### src/design/yrgb_pkg.sv
// Package with shared constants, register codes and types of the YUY2 to RGB24 converter.
package yrgb_pkg;

    // Default frame size limits for the position counters.
    localparam int YRGB_MAX_WIDTH  = 2048;
    localparam int YRGB_MAX_HEIGHT = 2048;

    // Configuration register indexes.
    localparam logic [1:0] REG_FRAME_WIDTH   = 2'd0;
    localparam logic [1:0] REG_FRAME_HEIGHT  = 2'd1;
    localparam logic [1:0] REG_FLIP_VERTICAL = 2'd2;

    // Register reset values.
    localparam logic [11:0] FRAME_WIDTH_RST  = 12'd640;
    localparam logic [11:0] FRAME_HEIGHT_RST = 12'd480;
    localparam logic        FLIP_RST         = 1'b0;

    // Q16 color coefficients, rounded to nearest.
    localparam logic signed [17:0] COEF_R_U = -18'sd61;
    localparam logic signed [17:0] COEF_R_V = 18'sd91861;
    localparam logic signed [17:0] COEF_G_U = -18'sd22524;
    localparam logic signed [17:0] COEF_G_V = -18'sd46804;
    localparam logic signed [17:0] COEF_B_U = 18'sd116140;
    localparam logic signed [17:0] COEF_B_V = 18'sd65;

    // Width of the Q16 sums: luma times 65536 plus two products.
    localparam int ACC_W = 27;

    typedef struct packed {
        logic [7:0] red;
        logic [7:0] green;
        logic [7:0] blue;
    } t_rgb;

endpackage

### src/design/yrgb_intf.sv
// Channel interfaces: YUY2 input, RGB output and configuration write.
interface yrgb_pix_if;
    logic       valid;
    logic       ready;
    logic [7:0] luma_first;
    logic [7:0] chroma_blue;
    logic [7:0] luma_second;
    logic [7:0] chroma_red;

    modport source (output valid, luma_first, chroma_blue, luma_second, chroma_red,
                    input ready);
    modport sink   (input valid, luma_first, chroma_blue, luma_second, chroma_red,
                    output ready);
endinterface

interface yrgb_rgb_if;
    logic        valid;
    logic        ready;
    logic [7:0]  red_first;
    logic [7:0]  green_first;
    logic [7:0]  blue_first;
    logic [7:0]  red_second;
    logic [7:0]  green_second;
    logic [7:0]  blue_second;
    logic [10:0] pixel_column;
    logic [10:0] pixel_row;
    logic        frame_end;

    modport source (output valid, red_first, green_first, blue_first, red_second,
                    green_second, blue_second, pixel_column, pixel_row, frame_end,
                    input ready);
    modport sink   (input valid, red_first, green_first, blue_first, red_second,
                    green_second, blue_second, pixel_column, pixel_row, frame_end,
                    output ready);
endinterface

interface yrgb_cfg_if;
    logic        valid;
    logic        ready;
    logic [1:0]  reg_index;
    logic [11:0] wdata;

    modport source (output valid, reg_index, wdata, input ready);
    modport sink   (input valid, reg_index, wdata, output ready);
endinterface

### src/design/yuy2_to_rgb24_with_vertical_flip_top.sv
// Top level of the YUY2 to RGB24 converter with row position and vertical flip.
//
//  Channel  Dir  Carries
//  i_pix    in   one YUY2 macropixel (Y0, U, Y1, V) per transaction
//  o_rgb    out  two RGB pixels, column, row and frame end per transaction
//  i_cfg    in   register index and data, one register write per transaction
//
// One macropixel is accepted every cycle while o_rgb is not stalled; its result
// passes through the input register, then conversion into the result register.
// Stalls on o_rgb fill the two stages and then hold i_pix.ready low.
// Reset is synchronous: it clears the counters and stage valids and loads the config registers.
// i_cfg is always ready; writes take effect on the next transaction.
module yuy2_to_rgb24_with_vertical_flip_top #(
    parameter int MAX_WIDTH  = yrgb_pkg::YRGB_MAX_WIDTH,
    parameter int MAX_HEIGHT = yrgb_pkg::YRGB_MAX_HEIGHT
) (
    input  logic            i_clk,
    input  logic            i_rst_n,
    yrgb_pix_if.sink        i_pix,
    yrgb_rgb_if.source      o_rgb,
    yrgb_cfg_if.sink        i_cfg
);
    import yrgb_pkg::*;

    localparam int CW   = $clog2(MAX_WIDTH);
    localparam int RW   = (MAX_HEIGHT > 1) ? $clog2(MAX_HEIGHT) : 1;
    localparam int CMPW = (CW + 1 > 12) ? CW + 1 : 12;
    localparam int CMPH = (RW + 1 > 12) ? RW + 1 : 12;

    // Configuration registers.
    logic [11:0] r_frame_width;
    logic [11:0] r_frame_height;
    logic        r_flip;

    assign i_cfg.ready = 1'b1;

    always_ff @(posedge i_clk) begin
        if (!i_rst_n) begin
            r_frame_width  <= FRAME_WIDTH_RST;
            r_frame_height <= FRAME_HEIGHT_RST;
            r_flip         <= FLIP_RST;
        end else if (i_cfg.valid) begin
            unique case (i_cfg.reg_index)
                REG_FRAME_WIDTH:   r_frame_width  <= i_cfg.wdata;
                REG_FRAME_HEIGHT:  r_frame_height <= i_cfg.wdata;
                REG_FLIP_VERTICAL: r_flip         <= i_cfg.wdata[0];
                default: ;
            endcase
        end
    end

    // Position counters and the geometry of the pair being accepted.
    logic [CW-1:0]   r_col;
    logic [RW-1:0]   r_row;
    logic [CW-1:0]   n_col;
    logic [RW-1:0]   n_row;
    logic [CMPW-1:0] width_eff;
    logic [CMPW-1:0] col_next;
    logic [CMPH-1:0] height_cap;
    logic [CMPH-1:0] height_eff;
    logic [CMPH-1:0] row_ext;
    logic [CMPH-1:0] row_inc;
    logic [CMPH-1:0] row_out;
    logic            row_end;
    logic            last_row;

    always_comb begin
        width_eff = (CMPW'(r_frame_width) > CMPW'(MAX_WIDTH)) ? CMPW'(MAX_WIDTH)
                                                               : CMPW'(r_frame_width);
        col_next  = CMPW'(r_col) + CMPW'(2);
        row_end   = (col_next >= width_eff);

        height_cap = (CMPH'(r_frame_height) > CMPH'(MAX_HEIGHT)) ? CMPH'(MAX_HEIGHT)
                                                                  : CMPH'(r_frame_height);
        // A height of zero behaves as a single row.
        height_eff = (height_cap == '0) ? CMPH'(1) : height_cap;
        row_ext    = CMPH'(r_row);
        row_inc    = row_ext + CMPH'(1);
        last_row   = (row_inc >= height_eff);

        if (r_flip) begin
            row_out = (row_ext < height_eff) ? (height_eff - row_inc) : '0;
        end else begin
            row_out = row_ext;
        end

        if (row_end) begin
            n_col = '0;
            n_row = last_row ? '0 : row_inc[RW-1:0];
        end else begin
            n_col = col_next[CW-1:0];
            n_row = r_row;
        end
    end

    // Pipeline handshake.
    logic r_s1_valid;
    logic r_s2_valid;
    logic s1_ready;
    logic s2_ready;
    logic in_accept;

    assign s2_ready    = !r_s2_valid || o_rgb.ready;
    assign s1_ready    = !r_s1_valid || s2_ready;
    assign i_pix.ready = s1_ready;
    assign in_accept   = i_pix.valid && s1_ready;

    always_ff @(posedge i_clk) begin
        if (!i_rst_n) begin
            r_col <= '0;
            r_row <= '0;
        end else if (in_accept) begin
            r_col <= n_col;
            r_row <= n_row;
        end
    end

    // Input register.
    logic [7:0]  r_s1_y0;
    logic [7:0]  r_s1_u;
    logic [7:0]  r_s1_y1;
    logic [7:0]  r_s1_v;
    logic [10:0] r_s1_col;
    logic [10:0] r_s1_row;
    logic        r_s1_fend;

    always_ff @(posedge i_clk) begin
        if (!i_rst_n) begin
            r_s1_valid <= 1'b0;
        end else if (s1_ready) begin
            r_s1_valid <= i_pix.valid;
        end
    end

    always_ff @(posedge i_clk) begin
        if (in_accept) begin
            r_s1_y0   <= i_pix.luma_first;
            r_s1_u    <= i_pix.chroma_blue;
            r_s1_y1   <= i_pix.luma_second;
            r_s1_v    <= i_pix.chroma_red;
            r_s1_col  <= col_next[10:0] - 11'd2;
            r_s1_row  <= row_out[10:0];
            r_s1_fend <= row_end && last_row;
        end
    end

    // Flipping the top bit turns the offset-128 chroma into a signed difference.
    logic signed [7:0] du;
    logic signed [7:0] dv;
    t_rgb              px_first;
    t_rgb              px_second;

    assign du = $signed({~r_s1_u[7], r_s1_u[6:0]});
    assign dv = $signed({~r_s1_v[7], r_s1_v[6:0]});

    yrgb_pixel u_pixel_first (
        .i_luma (r_s1_y0),
        .i_du   (du),
        .i_dv   (dv),
        .o_rgb  (px_first)
    );

    yrgb_pixel u_pixel_second (
        .i_luma (r_s1_y1),
        .i_du   (du),
        .i_dv   (dv),
        .o_rgb  (px_second)
    );

    // Result register.
    t_rgb        r_s2_first;
    t_rgb        r_s2_second;
    logic [10:0] r_s2_col;
    logic [10:0] r_s2_row;
    logic        r_s2_fend;

    always_ff @(posedge i_clk) begin
        if (!i_rst_n) begin
            r_s2_valid <= 1'b0;
        end else if (s2_ready) begin
            r_s2_valid <= r_s1_valid;
        end
    end

    always_ff @(posedge i_clk) begin
        if (r_s1_valid && s2_ready) begin
            r_s2_first  <= px_first;
            r_s2_second <= px_second;
            r_s2_col    <= r_s1_col;
            r_s2_row    <= r_s1_row;
            r_s2_fend   <= r_s1_fend;
        end
    end

    assign o_rgb.valid        = r_s2_valid;
    assign o_rgb.red_first    = r_s2_first.red;
    assign o_rgb.green_first  = r_s2_first.green;
    assign o_rgb.blue_first   = r_s2_first.blue;
    assign o_rgb.red_second   = r_s2_second.red;
    assign o_rgb.green_second = r_s2_second.green;
    assign o_rgb.blue_second  = r_s2_second.blue;
    assign o_rgb.pixel_column = r_s2_col;
    assign o_rgb.pixel_row    = r_s2_row;
    assign o_rgb.frame_end    = r_s2_fend;

endmodule

### src/design/yrgb_pixel.sv
// Converts one pixel from luma and shared chroma differences to clamped RGB.
module yrgb_pixel (
    input  logic [7:0]        i_luma,
    input  logic signed [7:0] i_du,
    input  logic signed [7:0] i_dv,
    output yrgb_pkg::t_rgb    o_rgb
);
    import yrgb_pkg::*;

    function automatic logic [7:0] to_byte(input logic signed [ACC_W-1:0] acc);
        logic [7:0] res;
        if (acc[ACC_W-1]) begin
            res = 8'd0;
        end else if (acc[ACC_W-2:16] > (ACC_W-17)'(255)) begin
            res = 8'd255;
        end else begin
            res = acc[23:16];
        end
        return res;
    endfunction

    logic signed [ACC_W-1:0] base;
    logic signed [ACC_W-1:0] sum_r;
    logic signed [ACC_W-1:0] sum_g;
    logic signed [ACC_W-1:0] sum_b;

    assign base  = $signed({3'b000, i_luma, 16'h0000});
    assign sum_r = base + COEF_R_U * i_du + COEF_R_V * i_dv;
    assign sum_g = base + COEF_G_U * i_du + COEF_G_V * i_dv;
    assign sum_b = base + COEF_B_U * i_du + COEF_B_V * i_dv;

    assign o_rgb.red   = to_byte(sum_r);
    assign o_rgb.green = to_byte(sum_g);
    assign o_rgb.blue  = to_byte(sum_b);

endmodule

### src/flat_wrapper.sv
// flat-port wrapper written by rule: the top's interface ports become plain ports
module yuy2_to_rgb24_with_vertical_flip_top_flat import yrgb_pkg::*;
#(
    parameter int MAX_WIDTH  = yrgb_pkg::YRGB_MAX_WIDTH,
    parameter int MAX_HEIGHT = yrgb_pkg::YRGB_MAX_HEIGHT
)
  (i_clk, i_rst_n, i_pix_valid, i_pix_luma_first, i_pix_chroma_blue, i_pix_luma_second, i_pix_chroma_red, i_pix_ready, o_rgb_valid, o_rgb_red_first, o_rgb_green_first, o_rgb_blue_first, o_rgb_red_second, o_rgb_green_second, o_rgb_blue_second, o_rgb_pixel_column, o_rgb_pixel_row, o_rgb_frame_end, o_rgb_ready, i_cfg_valid, i_cfg_reg_index, i_cfg_wdata, i_cfg_ready);
  yrgb_pix_if i_pix_i ();
  yrgb_rgb_if o_rgb_i ();
  yrgb_cfg_if i_cfg_i ();
  input  logic i_clk;
  input  logic i_rst_n;
  input wire logic [$bits(i_pix_i.valid)-1:0] i_pix_valid;
  input wire logic [$bits(i_pix_i.luma_first)-1:0] i_pix_luma_first;
  input wire logic [$bits(i_pix_i.chroma_blue)-1:0] i_pix_chroma_blue;
  input wire logic [$bits(i_pix_i.luma_second)-1:0] i_pix_luma_second;
  input wire logic [$bits(i_pix_i.chroma_red)-1:0] i_pix_chroma_red;
  output wire logic [$bits(i_pix_i.ready)-1:0] i_pix_ready;
  output wire logic [$bits(o_rgb_i.valid)-1:0] o_rgb_valid;
  output wire logic [$bits(o_rgb_i.red_first)-1:0] o_rgb_red_first;
  output wire logic [$bits(o_rgb_i.green_first)-1:0] o_rgb_green_first;
  output wire logic [$bits(o_rgb_i.blue_first)-1:0] o_rgb_blue_first;
  output wire logic [$bits(o_rgb_i.red_second)-1:0] o_rgb_red_second;
  output wire logic [$bits(o_rgb_i.green_second)-1:0] o_rgb_green_second;
  output wire logic [$bits(o_rgb_i.blue_second)-1:0] o_rgb_blue_second;
  output wire logic [$bits(o_rgb_i.pixel_column)-1:0] o_rgb_pixel_column;
  output wire logic [$bits(o_rgb_i.pixel_row)-1:0] o_rgb_pixel_row;
  output wire logic [$bits(o_rgb_i.frame_end)-1:0] o_rgb_frame_end;
  input wire logic [$bits(o_rgb_i.ready)-1:0] o_rgb_ready;
  input wire logic [$bits(i_cfg_i.valid)-1:0] i_cfg_valid;
  input wire logic [$bits(i_cfg_i.reg_index)-1:0] i_cfg_reg_index;
  input wire logic [$bits(i_cfg_i.wdata)-1:0] i_cfg_wdata;
  output wire logic [$bits(i_cfg_i.ready)-1:0] i_cfg_ready;
  assign i_pix_i.valid = i_pix_valid;
  assign i_pix_i.luma_first = i_pix_luma_first;
  assign i_pix_i.chroma_blue = i_pix_chroma_blue;
  assign i_pix_i.luma_second = i_pix_luma_second;
  assign i_pix_i.chroma_red = i_pix_chroma_red;
  assign i_pix_ready = i_pix_i.ready;
  assign o_rgb_valid = o_rgb_i.valid;
  assign o_rgb_red_first = o_rgb_i.red_first;
  assign o_rgb_green_first = o_rgb_i.green_first;
  assign o_rgb_blue_first = o_rgb_i.blue_first;
  assign o_rgb_red_second = o_rgb_i.red_second;
  assign o_rgb_green_second = o_rgb_i.green_second;
  assign o_rgb_blue_second = o_rgb_i.blue_second;
  assign o_rgb_pixel_column = o_rgb_i.pixel_column;
  assign o_rgb_pixel_row = o_rgb_i.pixel_row;
  assign o_rgb_frame_end = o_rgb_i.frame_end;
  assign o_rgb_i.ready = o_rgb_ready;
  assign i_cfg_i.valid = i_cfg_valid;
  assign i_cfg_i.reg_index = i_cfg_reg_index;
  assign i_cfg_i.wdata = i_cfg_wdata;
  assign i_cfg_ready = i_cfg_i.ready;
  yuy2_to_rgb24_with_vertical_flip_top #(.MAX_WIDTH(MAX_WIDTH), .MAX_HEIGHT(MAX_HEIGHT)) u_core (.i_clk(i_clk), .i_rst_n(i_rst_n), .i_pix(i_pix_i), .o_rgb(o_rgb_i), .i_cfg(i_cfg_i));
endmodule
### config.mk
export PLATFORM = sky130hd
export DESIGN_NAME = yuy2_to_rgb24_with_vertical_flip_top_flat
export DESIGN_NICKNAME = d
export VERILOG_FILES = /design/src/design/yrgb_pkg.sv /design/src/design/yrgb_intf.sv /design/src/design/yuy2_to_rgb24_with_vertical_flip_top.sv /design/src/design/yrgb_pixel.sv /design/src/flat_wrapper.sv
export SDC_FILE = /design/constraint.sdc
export NUM_CORES = 1
export LEC_CHECK = 0
export BUFFER_PORTS_ARGS = -buffer_cell sky130_fd_sc_hd__buf_2
export CORE_ASPECT_RATIO = 1.75
export CORE_MARGIN = 3
export CORE_UTILIZATION = 55
export DETAILED_ROUTE_END_ITERATION = 10
export PLACE_DENSITY = 0.73
export SETUP_SLACK_MARGIN = 0.4
export SLEW_MARGIN = 30
export SYNTH_ARGS = -nofsm -noshare
export SYNTH_HDL_FRONTEND = slang
export SYNTH_SLANG_ARGS = --single-unit
### constraint.sdc
create_clock -name i_clk -period 22.7 [get_ports i_clk]
set_clock_uncertainty 0.15 [all_clocks]
set_input_delay 1.135 -clock i_clk [delete_from_list [all_inputs] [get_ports i_clk]]
set_output_delay 1.135 -clock i_clk [all_outputs]
set_load 0.1 [all_outputs]
==> impl_metrics.json <==
{
  "diodes": 0,
  "worstPathArrival_ns": 8.31,
  "crit_path_end_kind": "register",
  "synth_top_family_by_area": "adder cells",
  "cts_buffers": 17,
  "avgViaCountPerCell": 5.74,
  "rows": 95,
  "synth_area_leaders": "ha_1, edfxtp_1, fa_1, inv_1, xnor2_1",
  "grt_first_pass_wirelength_mm": 87.6,
  "yosys.area_share.simple": 0.0915,
  "syn_inst": 2182,
  "muxShareOfSynthArea": 0.00396,
  "hp-start": "u_core.r_s1_row[2]$_DFFE_PP_",
  "start_util": 0.558,
  "fin_cells": 2804,
  "layout_setup_ws_ns": 14.42,
  "wirelength_mm": 55.5,
  "worstPathMaxFanout": 24,
  "hpwl_mm": 46.2,
  "critical_path_class": "register to register",
  "htreeDepth": 4,
  "clkLatencyLatePin_ns": 0.46,
  "synth-compound-area-share": 0.132,
  "gp_congestion": 0.916,
  "synth_area_leader_cell": "ha_1",
  "hold_path_class": "register to register",
  "die_width_um": 155,
  "root_buffer": "clkbuf_16",
  "fin_nets": 2967,
  "syn_area_per_cell_sq_um": 9.84,
  "ys_seq_area_frac": 0.218,
  "place_ws_ns": 14.47,
  "grt_setup_unrepaired": "no",
  "synth.distinct_cells": 82,
  "route.detailed.drc": 0,
  "cts_tree": "done",
  "grt_start_max_net_pins": 63,
  "synth_xor_area_frac": 0.0717,
  "dr_total_vias": 16105,
  "dominantRegCellSynth": "edfxtp_1",
  "outcome": "complete, no violations",
  "grt_pass1_vias": 17162,
  "r2r_slack_ns": 14.42,
  "required_ns": 22.73,
  "die-height_um": 267,
  "hold_end": "u_core.o_rgb.pixel_row[2]$_DFFE_PP_",
  "ys_seq_elements": 172,
  "worst_pin_slew_ns": 0.955,
  "drive_above_1_share": 0.0854,
  "cts_resized": 0,
  "setup_violations": 0,
  "hold_slack_ns": 0.262,
  "syn-cell-area_sq_um": 21500,
  "rr_endpoint": "u_core.o_rgb.blue_first[0]$_SDFFCE_PP0P_",
  "cts_buffer_depth": 2,
  "synthesis.nets": 2843,
  "min_period_ns": 8.28,
  "whs_path_depth": 0,
  "hold_viol_final": 0,
  "synth.top_cell.area_share": 0.255,
  "antenna_left": 0,
  "max_cap_viol_count": 0,
  "io_buffers": 122,
  "dieArea_sq_um": 41500,
  "antenna_found_initial": 1,
  "path_clk_slew_ns": 0.08,
  "core-area_sq_um": 38500,
  "async_flop_share": 0,
  "start_kind": "register",
  "tns_ns": 0,
  "synth-edff-count": 124,
  "drv_slew": 0,
  "fmax_ghz": 0.121,
  "first_pass_iters": 5,
  "relSlewSlack": 0.363,
  "avgRoutedWirePerCell_um": 19.8,
  "clkSinkCount": 172,
  "drtIter0Drc": 597,
  "ys_warn_count": 0,
  "synthAdderAreaFrac": 0.416,
  "io_pins": 125,
  "grt_use_total": 0.270,
  "syn2layout_area_growth_pct": 8.29,
  "cts_hold_buffers": 0,
  "overflow": 0,
  "r2r_start": "u_core.r_s1_u[7]$_DFFE_PP_",
  "post_cts_buffers": 0,
  "final.period_utilization": 0.365,
  "place_inst": 2772,
  "r2r_cells": 26
}
cell families after synthesis:
family	count (synthesis)
AO/OA/AOI/OAI	425
XOR/XNOR	174
adder cells (fa/ha/maj)	610
buffers and inverters	379
flip-flops	172
multiplexers	8
other	2
AND/OR/NAND/NOR	412
routing by layer:
metal / vias to the layer above / part of all wire / global-route usage
met5: - / 0.00036 / 0
met4: 2 / 0.076 / 0.175
met3: 159 / 0.036 / 0.0378
met2: 379 / 0.55 / 0.523
met1: 7859 / 0.34 / 0.261
li1: 7706 / - / -
cells in the mapped netlist (all sizes together), types with 48 or more instances:
library cell,count
o21a,55
dfxtp,48
fa,172
inv,353
edfxtp,124
xnor2,116
nand2,131
o21ai,62
ha,438
a21oi,141
nor2,91
xor2,58
worst max path at each step:
stage,start,endpoint
CTS,u_core.r_s1_u[7]$_DFFE_PP_,u_core.o_rgb.blue_first[0]$_SDFFCE_PP0P_
global placement,u_core.r_s1_u[7]$_DFFE_PP_,u_core.o_rgb.blue_second[6]$_SDFFCE_PP0P_
global route,u_core.r_s1_u[7]$_DFFE_PP_,u_core.o_rgb.blue_first[0]$_SDFFCE_PP0P_
floorplan,u_core.r_s1_u[7]$_DFFE_PP_,u_core.o_rgb.red_first[0]$_SDFFCE_PP0P_
detailed placement,u_core.r_s1_u[7]$_DFFE_PP_,u_core.o_rgb.blue_first[0]$_SDFFCE_PP0P_
finish,u_core.r_s1_u[7]$_DFFE_PP_,u_core.o_rgb.blue_first[0]$_SDFFCE_PP0P_
per-stage QoR:
stage | cell area, sq um | utilization
after CTS | 23300 | 0.604
final | 23300 | 0.604
after floorplan | 21500 | -
after detailed placement | 22700 | 0.589
after global routing | 23300 | 0.604
after global placement | 22700 | 0.588
flip-flops by register name (all words and copies together) (netlist names), 8 cells and up:
name                       flops
u_core.o_rgb.blue_second       8
u_core.o_rgb.green_first       8
u_core.r_s1_col               10
u_core.o_rgb.pixel_row        11
u_core.r_s1_v                  8
u_core.r_s1_y1                 8
u_core.r_col                  10
u_core.o_rgb.red_first         8
u_core.r_frame_width          12
u_core.r_s1_row               11
u_core.o_rgb.green_second      8
u_core.o_rgb.red_second        8
u_core.r_frame_height         12
u_core.o_rgb.pixel_column     10
u_core.r_row                  11
u_core.r_s1_u                  8
u_core.o_rgb.blue_first        8
u_core.r_s1_y0                 8
cell usage in the layout, fill, tap and decap left out, types with 17 or more instances in the layout:
cell,n
ha_1,438
inv_1,353
fa_1,172
a21oi_1,137
nand2_1,131
buf_2,124
edfxtp_1,124
xnor2_1,115
nor2_1,91
o21ai_0,59
xor2_1,55
o21a_1,55
dfxtp_1,48
nand3_1,42
a21o_1,40
nor3_1,33
nor2b_1,30
a21boi_0,28
clkbuf_16,18
nand2b_1,17
layout make-up:
cell class	instances	area, sq um
tap	485	607
clock inverter	12	129
fill	3343	15300
sequential	172	4680
clock buffer	20	458
inverter	355	1330
timing repair buffer	129	658
multi-input combinational	1631	15400
critical path: stages (launching register included):
cell      delay, ns
edfxtp_1       0.58
clkinv_1       0.75
ha_1           0.67
ha_1           0.30
inv_1          0.04
fa_1           0.47
fa_1           0.54
inv_1          0.04
ha_1           0.31
o21ai_0        0.12
a21boi_0       0.24
o21ai_0        0.17
a21oi_1        0.28
and2_1         0.21
nor2_1         0.07
ha_1           0.29
ha_1           0.33
and3_2         0.24
a221o_1        0.33
or3_1          0.34
a21oi_2        0.15
o22ai_2        0.13
o41ai_4        0.33
o21ai_1        0.14
xor2_1         0.16
nor2_1         0.41
a21oi_1        0.17
Power is not shown: default switching activity piles up to over one toggle a cycle in this logic, so the estimate is an artifact.
